===== src/rtl/core/i2cm_pkg.sv =====
package i2cm_pkg;

  typedef enum logic [2:0] {
    KIND_TICK    = 3'd0,
    KIND_START   = 3'd1,
    KIND_RESTART = 3'd2,
    KIND_STOP    = 3'd3,
    KIND_WRITE   = 3'd4,
    KIND_READ    = 3'd5,
    KIND_ACK     = 3'd6,
    KIND_NONE    = 3'd7
  } kind_t;

  localparam logic CFG_ENABLE = 1'b0;
  localparam logic CFG_BAUD   = 1'b1;

  localparam logic [3:0] WRITE_LAST_BIT = 4'd8;
  localparam logic [3:0] READ_LAST_BIT  = 4'd7;
  localparam int QUEUE_DEPTH = 2;
  localparam int QUEUE_AW = 1;

  // Classified beat passed from the front to the back part.
  typedef struct packed {
    logic       is_cmd;
    kind_t      kind;
    logic [7:0] data_byte;
    logic       ack_value;
    logic       sda_in;
    logic       scl_in;
  } op_t;

  // Result beat.
  typedef struct packed {
    logic       collision;
    logic       busy_res;
    logic [7:0] read_data;
    logic       ack_received;
    logic       done_res;
    logic       sda_low;
    logic       scl_low;
  } res_t;

endpackage


===== src/rtl/core/i2cm_front.sv =====
// Input decode and a two-entry queue toward the bus engine.
module i2cm_front (
  input  logic             clk,
  input  logic             rst,
  input  logic             in_valid,
  output logic             in_ready,
  input  logic [2:0]       in_kind,
  input  logic [10:0]      in_data,
  output logic             op_valid,
  input  logic             op_ready,
  output i2cm_pkg::op_t    op
);

  i2cm_pkg::op_t q_mem [i2cm_pkg::QUEUE_DEPTH];
  logic [i2cm_pkg::QUEUE_AW-1:0] wr_ptr;
  logic [i2cm_pkg::QUEUE_AW-1:0] rd_ptr;
  logic [i2cm_pkg::QUEUE_AW:0]   count;
  i2cm_pkg::op_t cls;
  logic push;
  logic pop;

  // Classify the beat: kinds start through send ack are commands.
  always_comb begin
    cls.kind      = i2cm_pkg::kind_t'(in_kind);
    cls.data_byte = in_data[7:0];
    cls.ack_value = in_data[8];
    cls.sda_in    = in_data[9];
    cls.scl_in    = in_data[10];
    cls.is_cmd    = (cls.kind != i2cm_pkg::KIND_TICK) && (cls.kind != i2cm_pkg::KIND_NONE);
  end

  assign in_ready = (count != (i2cm_pkg::QUEUE_AW+1)'(i2cm_pkg::QUEUE_DEPTH));
  assign op_valid = (count != '0);
  assign op       = q_mem[rd_ptr];
  assign push     = in_valid && in_ready;
  assign pop      = op_valid && op_ready;

  always_ff @(posedge clk) begin
    if (push) begin
      q_mem[wr_ptr] <= cls;
    end
  end

  always_ff @(posedge clk) begin
    if (rst) begin
      wr_ptr <= '0;
      rd_ptr <= '0;
      count  <= '0;
    end else begin
      if (push) wr_ptr <= wr_ptr + 1'b1;
      if (pop) rd_ptr <= rd_ptr + 1'b1;
      count <= count + (i2cm_pkg::QUEUE_AW+1)'(push) - (i2cm_pkg::QUEUE_AW+1)'(pop);
    end
  end

endmodule


===== src/rtl/core/i2cm_back.sv =====
// Bus sequencer: runs one queued beat per cycle into an output register unless the result stalls.
module i2cm_back (
  input  logic          clk,
  input  logic          rst,
  input  logic          cfg_we,
  input  logic          cfg_index,
  input  logic [7:0]    cfg_data,
  input  logic          op_valid,
  output logic          op_ready,
  input  i2cm_pkg::op_t op,
  output logic          res_valid,
  input  logic          res_ready,
  output i2cm_pkg::res_t res
);

  typedef enum logic [2:0] {
    PH_IDLE    = 3'd0,
    PH_START   = 3'd1,
    PH_RESTART = 3'd2,
    PH_STOP    = 3'd3,
    PH_WRITE   = 3'd4,
    PH_READ    = 3'd5,
    PH_ACK     = 3'd6
  } phase_t;

  logic       enable;
  logic [7:0] baud_divider;
  phase_t     phase, phase_next;
  logic       half_bit, half_bit_next;
  logic [3:0] bit_count, bit_count_next;
  logic [7:0] shift_reg, shift_reg_next;
  logic [7:0] baud_count, baud_count_next;
  logic       ack_status, ack_status_next;
  logic [7:0] receive_buffer, receive_buffer_next;
  logic       ack_to_send, ack_to_send_next;
  logic       hold_scl, hold_scl_next;
  logic       hold_sda, hold_sda_next;
  logic       done, coll;
  logic       cur_scl, new_scl, new_sda;
  logic       step;

  assign op_ready = !res_valid || res_ready;
  assign step = op_valid && op_ready;

  // Line drives for a given phase and position.
  function automatic logic [1:0] drive_of(phase_t p, logic hb, logic [3:0] bc,
                                          logic [7:0] sr, logic ats, logic hs, logic hd);
    logic c;
    logic d;
    begin
      c = 1'b0;
      d = 1'b0;
      unique case (p)
        PH_IDLE:    begin c = hs; d = hd; end
        PH_START:   begin c = 1'b0; d = (bc >= 4'd1); end
        PH_RESTART: begin c = (bc == 4'd0); d = (bc >= 4'd2); end
        PH_STOP:    begin c = (bc == 4'd0); d = (bc <= 4'd1); end
        PH_WRITE: begin
          c = !hb;
          d = (bc < 4'd8) ? !sr[3'd7 - bc[2:0]] : 1'b0;
        end
        PH_READ:    begin c = !hb; d = 1'b0; end
        PH_ACK:     begin c = !hb; d = !ats; end
        default:    begin c = 1'b0; d = 1'b0; end
      endcase
      drive_of = {c, d};
    end
  endfunction

  // SCL drive alone, used to detect a stretched clock.
  function automatic logic scl_of(phase_t p, logic hb, logic [3:0] bc, logic hs);
    logic c;
    begin
      unique case (p)
        PH_IDLE:                   c = hs;
        PH_START:                  c = 1'b0;
        PH_RESTART, PH_STOP:       c = (bc == 4'd0);
        PH_WRITE, PH_READ, PH_ACK: c = !hb;
        default:                   c = 1'b0;
      endcase
      scl_of = c;
    end
  endfunction

  assign cur_scl = scl_of(phase, half_bit, bit_count, hold_scl);
  assign {new_scl, new_sda} = drive_of(phase_next, half_bit_next, bit_count_next,
                                       shift_reg_next, ack_to_send_next, hold_scl_next,
                                       hold_sda_next);

  // Next state for one beat.
  always_comb begin
    phase_next = phase;
    half_bit_next = half_bit;
    bit_count_next = bit_count;
    shift_reg_next = shift_reg;
    baud_count_next = baud_count;
    ack_status_next = ack_status;
    receive_buffer_next = receive_buffer;
    ack_to_send_next = ack_to_send;
    hold_scl_next = hold_scl;
    hold_sda_next = hold_sda;
    done = 1'b0;
    coll = 1'b0;
    if (!enable) begin
      phase_next = PH_IDLE;
      half_bit_next = 1'b0;
      bit_count_next = '0;
      baud_count_next = '0;
      hold_scl_next = 1'b0;
      hold_sda_next = 1'b0;
    end else if (op.is_cmd) begin
      if (phase != PH_IDLE) begin
        coll = 1'b1;
      end else begin
        phase_next = phase_t'(op.kind);
        half_bit_next = 1'b0;
        bit_count_next = '0;
        baud_count_next = '0;
        if (op.kind == i2cm_pkg::KIND_WRITE) shift_reg_next = op.data_byte;
        if (op.kind == i2cm_pkg::KIND_ACK) ack_to_send_next = op.ack_value;
      end
    end else if (phase != PH_IDLE) begin
      if (!cur_scl && !op.scl_in) begin
        // Slave stretches the clock: hold.
      end else if (baud_count >= baud_divider) begin
        baud_count_next = '0;
        unique case (phase)
          PH_START, PH_RESTART, PH_STOP: begin
            if ((phase == PH_START && bit_count >= 4'd1) ||
                (phase != PH_START && bit_count >= 4'd2)) begin
              done = 1'b1;
              phase_next = PH_IDLE;
              bit_count_next = '0;
              half_bit_next = 1'b0;
              hold_scl_next = 1'b0;
              hold_sda_next = (phase != PH_STOP);
            end else begin
              bit_count_next = bit_count + 4'd1;
            end
          end
          PH_WRITE, PH_READ, PH_ACK: begin
            if (!half_bit) begin
              half_bit_next = 1'b1;
            end else begin
              if (phase == PH_READ) shift_reg_next = {shift_reg[6:0], op.sda_in};
              if ((phase == PH_WRITE && bit_count >= i2cm_pkg::WRITE_LAST_BIT) ||
                  (phase == PH_READ && bit_count >= i2cm_pkg::READ_LAST_BIT) ||
                  (phase == PH_ACK)) begin
                done = 1'b1;
                if (phase == PH_WRITE) ack_status_next = op.sda_in;
                if (phase == PH_READ) receive_buffer_next = {shift_reg[6:0], op.sda_in};
                phase_next = PH_IDLE;
                half_bit_next = 1'b0;
                bit_count_next = '0;
                hold_scl_next = 1'b1;
                hold_sda_next = 1'b0;
              end else begin
                half_bit_next = 1'b0;
                bit_count_next = bit_count + 4'd1;
              end
            end
          end
          default: begin
            phase_next = PH_IDLE;
          end
        endcase
      end else begin
        baud_count_next = baud_count + 8'd1;
      end
    end
  end

  // State, configuration and the registered result.
  always_ff @(posedge clk) begin
    if (rst) begin
      enable <= 1'b0;
      baud_divider <= '0;
      phase <= PH_IDLE;
      half_bit <= 1'b0;
      bit_count <= '0;
      shift_reg <= '0;
      baud_count <= '0;
      ack_status <= 1'b0;
      receive_buffer <= '0;
      ack_to_send <= 1'b0;
      hold_scl <= 1'b0;
      hold_sda <= 1'b0;
      res_valid <= 1'b0;
    end else begin
      if (cfg_we) begin
        if (cfg_index == i2cm_pkg::CFG_ENABLE) enable <= cfg_data[0];
        else baud_divider <= cfg_data;
      end
      if (step) begin
        phase <= phase_next;
        half_bit <= half_bit_next;
        bit_count <= bit_count_next;
        shift_reg <= shift_reg_next;
        baud_count <= baud_count_next;
        ack_status <= ack_status_next;
        receive_buffer <= receive_buffer_next;
        ack_to_send <= ack_to_send_next;
        hold_scl <= hold_scl_next;
        hold_sda <= hold_sda_next;
        res_valid <= 1'b1;
      end else if (res_ready) begin
        res_valid <= 1'b0;
      end
    end
  end

  always_ff @(posedge clk) begin
    if (step) begin
      res.scl_low <= new_scl;
      res.sda_low <= new_sda;
      res.done_res <= done;
      res.ack_received <= ack_status_next;
      res.read_data <= receive_buffer_next;
      res.busy_res <= (phase_next != PH_IDLE);
      res.collision <= coll;
    end
  end

endmodule


===== src/rtl/core/i2c_master_byte_controller.sv =====
// Byte-level I2C master. Each input beat is a tick or a command (start, repeated
// start, stop, write byte, receive byte, send ack) and yields exactly one result
// beat carrying the SCL/SDA pull-low drives, done, the received ACK, the last read
// byte, busy and collision. A beat is taken every clock while the two-entry input
// queue has room; it passes through the queue, then the sequencer's output register.
// Each half bit lasts baud_divider+1 ticks; ticks hold while a slave stretches SCL.
module i2c_master_byte_controller (
  input  logic        clk,
  input  logic        rst,
  input  logic        cfg_we,
  input  logic        cfg_index,
  input  logic [7:0]  cfg_data,
  input  logic        s_axis_tvalid,
  output logic        s_axis_tready,
  input  logic [2:0]  s_axis_tuser,  // kind[2:0]
  input  logic [15:0] s_axis_tdata,  // data_byte[7:0], ack_value[8], sda_in[9],
                                     // scl_in[10], zero[15:11]
  output logic        m_axis_tvalid,
  input  logic        m_axis_tready,
  output logic [15:0] m_axis_tdata   // scl_low[0], sda_low[1], done_res[2],
                                     // ack_received[3], read_data[11:4], busy_res[12],
                                     // collision[13], zero[15:14]
);

  logic           op_valid;
  logic           op_ready;
  i2cm_pkg::op_t  op;
  i2cm_pkg::res_t res;

  i2cm_front u_front (
    .clk      (clk),
    .rst      (rst),
    .in_valid (s_axis_tvalid),
    .in_ready (s_axis_tready),
    .in_kind  (s_axis_tuser),
    .in_data  (s_axis_tdata[10:0]),
    .op_valid (op_valid),
    .op_ready (op_ready),
    .op       (op)
  );

  i2cm_back u_back (
    .clk       (clk),
    .rst       (rst),
    .cfg_we    (cfg_we),
    .cfg_index (cfg_index),
    .cfg_data  (cfg_data),
    .op_valid  (op_valid),
    .op_ready  (op_ready),
    .op        (op),
    .res_valid (m_axis_tvalid),
    .res_ready (m_axis_tready),
    .res       (res)
  );

  assign m_axis_tdata = {2'b00, res};

endmodule


===== config.mk =====
export PLATFORM = sky130hd
export DESIGN_NAME = i2c_master_byte_controller
export DESIGN_NICKNAME = d
export VERILOG_FILES = /design/src/rtl/core/i2cm_pkg.sv /design/src/rtl/core/i2cm_front.sv /design/src/rtl/core/i2cm_back.sv /design/src/rtl/core/i2c_master_byte_controller.sv
export SDC_FILE = /design/constraint.sdc
export NUM_CORES = 1
export LEC_CHECK = 0
export ABC_CLOCK_PERIOD_IN_PS = 4400
export BUFFER_PORTS_ARGS = -buffer_cell sky130_fd_sc_hd__buf_2
export CAP_MARGIN = 20
export CORE_MARGIN = 5
export CORE_UTILIZATION = 30
export CTS_BUF_LIST = sky130_fd_sc_hd__clkbuf_16
export DETAILED_ROUTE_END_ITERATION = 10
export SKIP_CTS_REPAIR_TIMING = 1
export SYNTH_ARGS = -nofsm -noshare
export SYNTH_HDL_FRONTEND = slang
export SYNTH_SLANG_ARGS = --single-unit

===== constraint.sdc =====
create_clock -name clk -period 4.4 [get_ports clk]
set_input_delay 0.88 -clock clk [delete_from_list [all_inputs] [get_ports clk]]
set_output_delay 0.88 -clock clk [all_outputs]
set_load 0.005 [all_outputs]

==> impl_metrics.toml <==
[finish]
reg_top3 = "u_front.q_mem (30), u_back.res (14)"
antenna_cells = 0
final_cells = 756
top_register = "u_front.q_mem"
area_delta_synth_final_pct = 14.75
final_util_pct = 34.81
num-nets-final = 582
drive_above_1_share_pct = 17.78
largest_reg_flops = 30

[placed_design]
dp_cells = 740
port_buffers = 43
gp_congestion = 0.8564
hpwl_um = 7825

[global_route]
grt_overflow = 0
antenna_found_initial = 0
grt_pass1_wl_um = 18170
grtUsageTotal_pct = 12.22
grt_start_max_net_pins = 45
first_global_vias = 3732

[min_path]
hold_class = "flop to flop"

[yosys]
ys_warn_count = 0
synth.area.top_cells = "edfxtp_1 28%, dfxtp_1 21%, nand2_1 5.6%"
synthCells = 500
avgSynthCellArea_um2 = 9.532
ys_ff_latch = 95
synth_cell_types = 65
synth_top_area_share_pct = 27.72
synthFlopType = "dfxtp_1"
synth.largest_area_cell = "edfxtp_1"
synth_edf_count = 44
syn_area_um2 = 4766
seq_area_frac_synth_pct = 49.15
async_flop_share_pct = 0

[routing]
first_pass_iters = 5
vias = 3790
wirelength_um = 10930
routed_via_density = 5.013
drc = 0
wl_per_cell_um = 14.46
ant_nets = 0
initialDrtViolationCount = 276

[sta]
rsz0062_at_grt = "no"
finalSetupViolCount = 0
finalCritPeriodShare_pct = 84.21
slew_headroom_pct = 45.32
hold_viol = 0
finalClockSkew_ps = 9.907
worstMarginPinSlew_ps = 820.1
fmax_mhz = 269.9
tns_ps = 0
timing.final.max_slew_violations = 0
min_period_ps = 3705

[power_and_ir_drop]
ir_worst_vdd_mv = 0.2588
p_leak_nw = 2.020
power_density_nw_per_um2 = 477.0

[flow_run]
max_cap_violations = 0

[die]
io_pins = 51
die_y_um = 136.0
initial_core_util_pct = 30.33
rows = 46
die_w_um = 136.0
fp.dieArea_um2 = 18510
core_area_um2 = 15710

[cts]
cts_root_buf = "clkbuf_16"
cts_buffers = 9
cts_tree = "built"
htree_levels = 3
cts.path.max_buffers = 2
clkTransAtPathRegs_ps = 70
cts_num_sinks = 95
clock_latency_ps = 340

[worst_setup_path]
crit_fanout = 9
slowest_delay_ps = 440
crit_type = "flop to flop"
arrival_ps = 3810
worst_path_max_delay_cell = "dfxtp_1"
crit_required_ps = 4500
cp-start-kind = "flop"
end_kind = "flop"
worstPathCellList = "inv_1 > ha_1 > nand2b_1 > a2111o_1 > a31oi_2 > or3_4 > o22a_1 > mux2_4 > a2111oi_2 > a31oi_1 > a31o_1"

[outcome]
status = "finished clean"
[final timing paths]
kind / slack [ps] / depth (start not counted) / startpoint / to
worst max-delay path: 690 / 11 / u_back.baud_count[0] / u_back.res[1]
worst min-delay path: 450 / 2 / u_back.hold_sda / u_back.hold_sda
worst max register to register: 690 / 11 / u_back.baud_count[0] / u_back.res[1]
worst min register to register: 450 / 2 / u_back.hold_sda / u_back.hold_sda
[cell usage in the layout, fill, tap and decap left out, types with 12 or more instances in the layout]
cell / n
dfxtp_1: 51
a21oi_1: 45
nand2_1: 71
nand3_1: 20
mux2i_1: 18
buf_2: 43
nor2_1: 50
ha_1: 14
inv_1: 21
edfxtp_1: 44
mux2_2: 13
o21ai_0: 12
[through the flow]
stage	hold slack, ps	cell area (µm²)	setup WS (ps)	total power, mW
after global placement	440.4	5177	763.6	1.860
after detailed placement	444.5	5177	706.2	1.881
final	451.5	5469	694.8	2.609
after CTS	455.1	5469	685.8	2.647
after floorplan	431.3	4770	1248	1.631
after global routing	475.8	5469	513.4	2.765
[layer usage]
layer	routed length [µm]	track usage (%)	up-vias
met5	0	0	-
met4	96	3.247	0
met3	740	3.442	14
met2	4989	19.70	121
met1	5107	16.13	1793
li1	-	-	1862
[kinds of logic (layout without fill, tap and decap cells)]
family / count (synthesis) / after routing / share of synthesized area, %
mux: 32 / 32 / 7.167
buf+inv: 48 / 87 / 4.463
flops: 95 / 95 / 49.15
fa+ha+maj: 14 / 14 / 3.676
other cells: 1 / 2 / 0.07869
simple gates: 188 / 188 / 18.25
compound gates: 111 / 111 / 15.20
xor+xnor: 11 / 11 / 2.022
[Yosys cell counts, types with 2 or more instances]
library cell,n
a31o_2,2
o21ai_0,13
xnor2_1,3
nand3_1,20
inv_1,21
mux2i_1,18
buf_1,2
nand2_1,71
or3_2,2
nor2b_1,4
and3_1,5
a21o_1,4
dfxtp_1,51
nand2b_1,6
a31oi_1,9
buf_4,2
a211oi_1,5
nor3_1,11
nor2_1,50
a41oi_1,3
buf_6,3
or2_2,2
a2bb2oi_1,2
xor2_1,8
nor4b_1,2
o41ai_1,2
o22ai_1,8
a21oi_1,45
buf_2,2
edfxtp_1,44
mux2_2,13
a221o_1,2
ha_1,14
clkbuf_1,18
nor3b_1,2
nand4_1,2
[power breakdown]
group / total (mW) / switching (mW) / internal, mW
combinational: 0.679 / 0.422 / 0.258
sequential: 1.18 / 0.0936 / 1.08
clock: 0.752 / 0.356 / 0.396
total: 2.61 / 0.871 / 1.74
[worst max-delay path: cells and delay by family (launching register included)]
kind | cells | cell delay, ps
mux | 1 | 350
buf+inv | 1 | 70
compound gates | 6 | 1950
flops | 1 | 440
fa+ha+maj | 1 | 280
simple gates | 2 | 380
[area by class of cell]
type	count	area, µm²
clock inverter	7	66.31
clock buffer	9	225.2
multi-input combinational	358	2218
timing repair buffer	50	267.8
sequential	95	2342
tap	216	270.3
fill	1615	10240
inverter	21	78.83
Note: power is estimated with default switching activity, not from simulation.
